<file path="src/clfe_pkg.sv">
// Shared constants and helpers for the CRLF line framer with echo reply.
// Depends on nothing; the top level and both testbench files import it.
`default_nettype none

package clfe_pkg;

	// Line buffer capacity in bytes.
	localparam int LINE_CAPACITY = 32;

	// Address width of the line buffer; a one-entry buffer still gets one bit.
	localparam int ADDR_W = (LINE_CAPACITY > 1) ? $clog2(LINE_CAPACITY) : 1;

	// The fill count must hold LINE_CAPACITY itself.
	localparam int COUNT_W = $clog2(LINE_CAPACITY + 1);

	localparam int BYTE_W = 8;

	// Reply layout: fixed prefix text, one space, then the line data.
	localparam int PREFIX_LEN = 14;
	localparam int PREFIX_IDX_W = $clog2(PREFIX_LEN);
	localparam int REPLY_MAX = PREFIX_LEN + 1 + LINE_CAPACITY;
	localparam int REPLY_W = $clog2(REPLY_MAX + 1);

	localparam logic [BYTE_W-1:0] BYTE_CR = 8'h0D;
	localparam logic [BYTE_W-1:0] BYTE_LF = 8'h0A;
	localparam logic [BYTE_W-1:0] BYTE_SPACE = 8'h20;

	// Characters of "response text:".
	function automatic logic [BYTE_W-1:0] prefix_char(input logic [PREFIX_IDX_W-1:0] idx);
		logic [BYTE_W-1:0] ch;
		case (idx)
			4'd0: ch = 8'h72;  // r
			4'd1: ch = 8'h65;  // e
			4'd2: ch = 8'h73;  // s
			4'd3: ch = 8'h70;  // p
			4'd4: ch = 8'h6F;  // o
			4'd5: ch = 8'h6E;  // n
			4'd6: ch = 8'h73;  // s
			4'd7: ch = 8'h65;  // e
			4'd8: ch = 8'h20;  // space
			4'd9: ch = 8'h74;  // t
			4'd10: ch = 8'h65; // e
			4'd11: ch = 8'h78; // x
			4'd12: ch = 8'h74; // t
			4'd13: ch = 8'h3A; // :
			default: ch = 8'h00;
		endcase
		return ch;
	endfunction

endpackage

`default_nettype wire

</file>
<file path="src/clfe_ram.sv">
// Generic single-write, single-read synchronous RAM with registered read data.
// No dependencies.
`default_nettype none

module clfe_ram #(
	parameter int WIDTH = 8,
	parameter int DEPTH = 32,
	parameter int ADDR_W = (DEPTH > 1) ? $clog2(DEPTH) : 1
) (
	input  wire logic              clk,
	input  wire logic              wr_en,
	input  wire logic [ADDR_W-1:0] wr_addr,
	input  wire logic [WIDTH-1:0]  wr_data,
	input  wire logic              rd_en,
	input  wire logic [ADDR_W-1:0] rd_addr,
	output logic      [WIDTH-1:0]  rd_data
);

	logic [WIDTH-1:0] mem_q [DEPTH];

	always_ff @(posedge clk) begin
		if (wr_en) begin
			mem_q[wr_addr] <= wr_data;
		end
	end

	// Hold read data until the next read.
	always_ff @(posedge clk) begin
		if (rd_en) begin
			rd_data <= mem_q[rd_addr];
		end
	end

endmodule

`default_nettype wire

</file>
<file path="src/crlf_line_framer_echo_unit.sv">
// Top level of the CRLF line framer with echo reply.
// Depends on clfe_pkg and on the line buffer RAM clfe_ram.
`default_nettype none

// Received bytes come in on the rx channel and are stored in a line buffer RAM
// until a carriage return followed by a line feed arrives. That pair starts the
// reply on the tx channel: "response text:", a space, then the stored bytes in
// arrival order, with last_of_run high on the final byte (the space when the
// line is empty). A byte after a carriage return that is not a line feed, or an
// ordinary byte arriving while the buffer already holds LINE_CAPACITY bytes,
// discards the line with no reply. An ordinary byte, a carriage return or a bad
// ending is taken without stalling rx. A line end keeps rx stalled while the
// reply sequencer issues one element per cycle, which a tx stall holds back
// whenever it meets a byte waiting in the output register, since the RAM read
// port and the one-entry read stage only advance when the output register is
// free or being taken. After the last element is issued, rx opens again while
// the final two reply bytes still drain through the read stage and output
// register.

module crlf_line_framer_echo_unit (
	input  wire logic                         clk,
	input  wire logic                         arst_n,
	input  wire logic                         rx_valid,
	output logic                              rx_stall,
	input  wire logic [clfe_pkg::BYTE_W-1:0]  rx_byte,
	output logic                              tx_valid,
	input  wire logic                         tx_stall,
	output logic      [clfe_pkg::BYTE_W-1:0]  tx_byte,
	output logic                              last_of_run
);

	import clfe_pkg::*;

	typedef enum logic {
		ST_IDLE,
		ST_REPLY
	} state_t;

	localparam logic [COUNT_W-1:0] CAPACITY = COUNT_W'(LINE_CAPACITY);
	localparam logic [REPLY_W-1:0] IDX_SPACE = REPLY_W'(PREFIX_LEN);
	localparam logic [REPLY_W-1:0] IDX_DATA0 = REPLY_W'(PREFIX_LEN + 1);

	state_t state_q;

	// Line bookkeeping.
	logic [COUNT_W-1:0] count_q;
	logic               cr_seen_q;

	// Reply sequencer.
	logic [REPLY_W-1:0] idx_q;
	logic [COUNT_W-1:0] len_q;

	// Read stage: one element in flight toward the output register.
	logic               valid_s1;
	logic               from_ram_s1;
	logic [BYTE_W-1:0]  byte_s1;
	logic               last_s1;

	// Output register.
	logic               tx_valid_q;
	logic [BYTE_W-1:0]  tx_byte_q;
	logic               last_q;

	logic               rx_take;
	logic               advance;
	logic               issue;
	logic               is_prefix;
	logic               is_space;
	logic               last_elem;
	logic [REPLY_W-1:0] data_off;
	logic [REPLY_W-1:0] final_idx;
	logic [BYTE_W-1:0]  const_byte;

	logic               wr_en;
	logic               rd_en;
	logic [BYTE_W-1:0]  rd_data;

	// Requests are taken only while no reply is being issued.
	assign rx_stall = (state_q != ST_IDLE);
	assign rx_take  = rx_valid && !rx_stall;

	// Store an ordinary byte when there is room.
	assign wr_en = rx_take && !cr_seen_q && (rx_byte != BYTE_CR) && (count_q < CAPACITY);

	// Advance the reply path when the output register is empty or being taken.
	assign advance = !tx_valid_q || !tx_stall;
	assign issue   = (state_q == ST_REPLY) && advance;

	assign is_prefix = (idx_q < IDX_SPACE);
	assign is_space  = (idx_q == IDX_SPACE);
	assign data_off  = idx_q - IDX_DATA0;
	assign final_idx = IDX_SPACE + REPLY_W'(len_q);
	assign last_elem = (idx_q == final_idx);
	assign rd_en     = issue && !is_prefix && !is_space;

	always_comb begin
		if (is_prefix) begin
			const_byte = prefix_char(idx_q[PREFIX_IDX_W-1:0]);
		end else begin
			const_byte = BYTE_SPACE;
		end
	end

	clfe_ram #(
		.WIDTH (BYTE_W),
		.DEPTH (LINE_CAPACITY),
		.ADDR_W(ADDR_W)
	) u_line_ram (
		.clk    (clk),
		.wr_en  (wr_en),
		.wr_addr(count_q[ADDR_W-1:0]),
		.wr_data(rx_byte),
		.rd_en  (rd_en),
		.rd_addr(data_off[ADDR_W-1:0]),
		.rd_data(rd_data)
	);

	always_ff @(posedge clk or negedge arst_n) begin
		if (!arst_n) begin
			state_q     <= ST_IDLE;
			count_q     <= '0;
			cr_seen_q   <= 1'b0;
			idx_q       <= '0;
			len_q       <= '0;
			valid_s1    <= 1'b0;
			from_ram_s1 <= 1'b0;
			byte_s1     <= '0;
			last_s1     <= 1'b0;
			tx_valid_q  <= 1'b0;
			tx_byte_q   <= '0;
			last_q      <= 1'b0;
		end else begin
			// Line tracking on each accepted request.
			if (rx_take) begin
				if (cr_seen_q) begin
					// Either a line end or a bad ending: clear the line.
					count_q   <= '0;
					cr_seen_q <= 1'b0;
					if (rx_byte == BYTE_LF) begin
						len_q   <= count_q;
						idx_q   <= '0;
						state_q <= ST_REPLY;
					end
				end else if (rx_byte == BYTE_CR) begin
					cr_seen_q <= 1'b1;
				end else if (count_q < CAPACITY) begin
					count_q <= count_q + 1'b1;
				end else begin
					// Overlong line: drop the byte and the line.
					count_q <= '0;
				end
			end

			if (advance) begin
				// Move the read stage into the output register.
				tx_valid_q <= valid_s1;
				tx_byte_q  <= from_ram_s1 ? rd_data : byte_s1;
				last_q     <= last_s1;

				// Load the next reply element into the read stage.
				valid_s1    <= issue;
				from_ram_s1 <= rd_en;
				byte_s1     <= const_byte;
				last_s1     <= last_elem;
			end

			if (issue) begin
				if (last_elem) begin
					state_q <= ST_IDLE;
				end else begin
					idx_q <= idx_q + 1'b1;
				end
			end
		end
	end

	assign tx_valid    = tx_valid_q;
	assign tx_byte     = tx_byte_q;
	assign last_of_run = last_q;

endmodule

`default_nettype wire

</file>
<file path="config.mk">
export PLATFORM = sky130hd
export DESIGN_NAME = crlf_line_framer_echo_unit
export DESIGN_NICKNAME = d
export VERILOG_FILES = /design/src/clfe_pkg.sv /design/src/clfe_ram.sv /design/src/crlf_line_framer_echo_unit.sv
export SDC_FILE = /design/constraint.sdc
export NUM_CORES = 1
export LEC_CHECK = 0
export BUFFER_PORTS_ARGS = -buffer_cell sky130_fd_sc_hd__buf_4
export CAP_MARGIN = 20
export CORE_MARGIN = 8
export CORE_UTILIZATION = 35
export CTS_CLUSTER_SIZE = 8
export DETAILED_ROUTE_END_ITERATION = 10
export GPL_TIMING_DRIVEN = 0
export MAX_ROUTING_LAYER = met4
export SLEW_MARGIN = 5
export SYNTH_ARGS = -nofsm -noshare
export SYNTH_HDL_FRONTEND = slang
export SYNTH_SLANG_ARGS = --single-unit
</file>
<file path="constraint.sdc">
create_clock -name clk -period 5 [get_ports clk]
set_input_delay 0.5 -clock clk [delete_from_list [all_inputs] [get_ports clk]]
set_output_delay 0.5 -clock clk [all_outputs]
set_load 0.02 [all_outputs]
</file>
==> impl_summary.txt <==
----------------------------------------------------
[Floorplan]
  Cell row count ... 68
  Top-level I/O count ... 23
  Initial core utilization ... a little over a third
  Die outline height ... a little over 200 um
  Floorplan die width ... approximately 200 um
  Standard cell core area ... 0.0345 mm2
  Die area ... 0.0414 mm2

[Drt]
  Detailed Routing Iterations Pass 1 ... 4
  Residual DRC count ... 0
  Routed wire per std cell ... between 20 and 25 um
  Total wire length ... between 20000 and 30000 um
  Antenna violation net count after detailed routing ... 0
  Vias after detailed routing ... about 6000
  Number of vias per cell after detailed routing ... 5.19
  Drt initial violations ... just under 500

[Setup path]
  Gate family responsible for the most delay along the worst path ... buffers and inverters
  Worst flop-to-flop path endpoint ... u_line_ram.rd_data[1]
  Worst reg-to-reg setup slack ... between 900 and 1000 ps
  Maximum fanout count along the critical path ... 10
  Worst EP required ... 5260 ps
  Crit path top cell by count ... sky130_fd_sc_hd__buf_2
  Critical path startpoint category ... flop
  Type of the setup path with the least slack ... flop to flop
  Launch point of the worst reg-to-reg path ... idx_q[0]
  Launch point of the critical path ... idx_q[0]
  Register-to-Register Path Depth ... 9
  Crit path buf inv count ... 5
  Stage delay of the slowest cell on the critical path ... 640 ps
  Data arrival time of the critical path ... around 4300 ps
  Slowest cell on crit path ... sky130_fd_sc_hd__buf_1
  CP Depth ... 9
  Type of element capturing the critical path ... flop
  Endpoint of the most critical setup path ... u_line_ram.rd_data[1]
  Critical Path, Cell by Cell ... buf_2, buf_2, inv_1, ha_1, buf_2, buf_1, mux4_2, mux4_2, mux2_2

[Power and ir drop]
  Power density over cell area ... between 600 and 700 mW/mm2
  Highest ir drop seen on vdd ... 284 uV
  Static leakage power ... 4.73 nW
  Final Total Pwr ... between 8 and 9 mW

[Timing]
  Skew final ... approximately 19 ps
  Final critical-path required period ... roughly 4000 ps
  Final max-slew violation count ... 0
  Unrepaired setup endpoints after global routing ... no
  Slew HR ... 29.9%
  Actual slew at the worst max-slew pin ... ~1000 ps
  Summed negative setup slack over all endpoints ... 0 ps
  Final hold vios ... 0
  Achievable frequency ... about 250 MHz
  Setup slack of the critical path after layout ... 920 ps
  Fraction of the cycle the final worst path needs ... about four fifths
  Setup-violating endpoint count in the final report ... 0
  Worst slack on hold paths ... just under 300 ps

[Logic synthesis]
  Synth unique cells ... 42
  Post-synthesis net count ... 656
  Average instance area after synthesis ... slightly below 20 um2
  Area fraction of the dominant cell type after synthesis ... approximately 65%
  Post-synthesis cell area ... 0.0123 mm2
  Async set or reset register ratio after synthesis ... approximately an eighth
  Synthesized flop and latch total ... slightly above 300
  Top FF cell, synth ... sky130_fd_sc_hd__edfxtp_1
  Top area cells in the synthesized netlist ... sky130_fd_sc_hd__edfxtp_1, sky130_fd_sc_hd__mux4_2, sky130_fd_sc_hd__dfrtp_1
  Sequential-to-total area share from yosys stat ... about 73%
  EDFF count, synth ... 264
  Mapped Cells ... 632
  Post-synthesis cell type with the largest combined area ... sky130_fd_sc_hd__edfxtp_1
  Count of warnings emitted by yosys ... 0

[Finish]
  Area of all sequential standard cells ... about 0.0089 mm2
  # fillers ... 3097
  Fraction of final layout cells with drive strength greater than 1 ... between 20% and 30%
  Final design area excluding fillers ... ~0.014 mm2
  Combined area of the multi-input logic cells ... about 0.0032 mm2
  Antenna fix cells ... 0
  Final nets ... a little over 700
  Area growth from synthesis to final layout ... 15.6%

[CTS]
  Total clock buffers created by CTS ... 43
  Htree depth ... 2
  Sink Count ... 304
  Worst skew pair latency ... 540 ps
  Post-CTS clock slew at the launch and capture registers of the worst setup and hold paths ... ~50 ps
  CTS root buf ... sky130_fd_sc_hd__clkbuf_16
  Buffers from clock root to sink, at most ... 3
  CTS tree ... yes

[GRT]
  Maximum number of pins on one net before global-route repair ... roughly 40
  Number of antenna violations at the first check in global routing ... 0
  Number of global-route vias before repair ... about 6400
  Gr usage total ... 13.2%
  Global-route wire length before repair ... 40200 um
  GRT overflow ... 0

[Placement]
  Number of buffer cells added on primary ports ... 22
  Pre-CTS setup slack ... between 900 and 1000 ps
  Placed cell area ... 0.0130 mm2
  Final RePlAce weighted congestion ... 0.765
  Post-detail-place hpwl ... about 17000 um

[Min path]
  Worst hold-check path type ... input port to flop

[Job]
  Number of max-cap violations ... 0

[Outcome]
  Result of the run ... complete, no violations

----------------------------------------------------
-- cell usage in the layout (no fill, tap or decap), types with 3 or more instances in the layout --
cell type and instances:
sky130_fd_sc_hd__nor2_1 40, sky130_fd_sc_hd__dfrtp_1 40, sky130_fd_sc_hd__a21o_1 4, sky130_fd_sc_hd__nand3b_1 5, sky130_fd_sc_hd__edfxtp_1 264, sky130_fd_sc_hd__a21oi_1 4
sky130_fd_sc_hd__ha_1 12, sky130_fd_sc_hd__buf_1 5, sky130_fd_sc_hd__clkbuf_16 43, sky130_fd_sc_hd__mux2i_1 13, sky130_fd_sc_hd__a22o_1 7, sky130_fd_sc_hd__o21ai_0 19
sky130_fd_sc_hd__xnor2_1 6, sky130_fd_sc_hd__mux2_2 12, sky130_fd_sc_hd__buf_4 30, sky130_fd_sc_hd__clkbuf_1 27, sky130_fd_sc_hd__nand3_1 7, sky130_fd_sc_hd__nand2_1 35
sky130_fd_sc_hd__xor2_1 6, sky130_fd_sc_hd__inv_1 12, sky130_fd_sc_hd__buf_2 6, sky130_fd_sc_hd__nand2b_1 3, sky130_fd_sc_hd__mux4_2 82
-- worst register-to-register path: cells and delay by family (launching register included) --
family                   cells  cell delay [ps]
buffers and inverters        5             1680
flip-flops                   1              410
adder cells (fa/ha/maj)      1              440
multiplexers                 3             1280
-- cell families (layout without fill, tap and decap cells) --
logic type                 count (synthesis)  count (layout)  synth area share, %
adders and majority gates                 12              12                 1.22
xor gates and xnor gates                  12              12                0.855
buffers and inverters                     46             127                 1.71
DFF                                      304             304                 72.6
AOI/OAI and AO/OA                         42              42                 2.26
muxes                                    107             107                 17.2
and+or+nand+nor                          109             109                 4.12
-- what timing repair did --
item / CTS / global route
hold endpoints to repair: 40 / 0
gates resized for setup: 0 / 0
setup endpoints to repair: 0 / 0
setup buffers: 0 / 0
hold buffers: 1 / 0
-- where the power goes --
| group | internal [mW] | switching, mW | total [mW] |
|---|---|---|---|
| Sequential | 2.98 | 0.101 | 3.08 |
| Combinational | 1.38 | 1.55 | 2.93 |
| Clock | 1.56 | 1.03 | 2.58 |
-- layer usage --
layer,track usage [%],up-vias,share of wire (%)
met1,18.1,3145,45
li1,-,2654,-
met3,3.54,46,8.0
met5,-,-,0
met4,3.50,0,1.9
met2,19.4,220,45
-- sequential cells by signal, indices dropped and copies added (netlist names) --
| signal | count |
|---|---|
| byte_s1 | 7 |
| count_q | 6 |
| cr_seen_q | 1 |
| from_ram_s1 | 1 |
| idx_q | 6 |
| last_of_run | 1 |
| last_s1 | 1 |
| len_q | 6 |
| rx_stall | 1 |
| tx_byte | 8 |
| tx_valid | 1 |
| u_line_ram.mem_q | 256 |
| u_line_ram.rd_data | 8 |
| valid_s1 | 1 |
-- cells in the mapped netlist, types with 2 or more instances --
master / n
sky130_fd_sc_hd__dfrtp_1: 40
sky130_fd_sc_hd__inv_1: 12
sky130_fd_sc_hd__nand3_1: 7
sky130_fd_sc_hd__nor4_1: 2
sky130_fd_sc_hd__ha_1: 12
sky130_fd_sc_hd__nand2b_1: 3
sky130_fd_sc_hd__buf_1: 5
sky130_fd_sc_hd__xor2_1: 6
sky130_fd_sc_hd__buf_4: 8
sky130_fd_sc_hd__buf_2: 6
sky130_fd_sc_hd__a21o_1: 4
sky130_fd_sc_hd__a21oi_1: 4
sky130_fd_sc_hd__or3_1: 2
sky130_fd_sc_hd__nor2_1: 40
sky130_fd_sc_hd__mux4_2: 82
sky130_fd_sc_hd__edfxtp_1: 264
sky130_fd_sc_hd__nor2b_1: 2
sky130_fd_sc_hd__nand4_1: 2
sky130_fd_sc_hd__o21ai_0: 19
sky130_fd_sc_hd__o21a_1: 2
sky130_fd_sc_hd__nand3b_1: 5
sky130_fd_sc_hd__clkbuf_1: 15
sky130_fd_sc_hd__xnor2_1: 6
sky130_fd_sc_hd__mux2_2: 12
sky130_fd_sc_hd__and2_1: 2
sky130_fd_sc_hd__nand2_1: 35
sky130_fd_sc_hd__a22o_1: 7
sky130_fd_sc_hd__and3_1: 2
sky130_fd_sc_hd__mux2i_1: 13
-- worst min-delay path by stage --
stage,from,to,slack [ps],cells after the start
2_1_floorplan,arst_n,byte_s1[0],200,0
5_1_grt,tx_stall,tx_valid,350,3
6_report,tx_stall,tx_valid,300,3
4_1_cts,tx_stall,tx_valid,290,3
3_5_place_dp,valid_s1,tx_valid,440,1
3_3_place_gp,valid_s1,tx_valid,440,1
-- final cells by class --
cell class	count	area share, %
inverters	12	0.317
clock inverters	3	0.370
plain buffers	34	1.16
flip-flops and latches	304	62.8
well taps	455	4.01
clock buffers	55	7.89
multi-input cells	282	22.2
repair buffers	23	1.23
-- metrics by stage --
step           cells  util (%)
3_5_place_dp    1109      37.7
5_1_grt         1168      41.1
6_report        1168      41.1
3_3_place_gp    1109      37.7
2_1_floorplan    632         -
4_1_cts         1168      41.1
No activity file was read; power rests on OpenSTA's default activity.
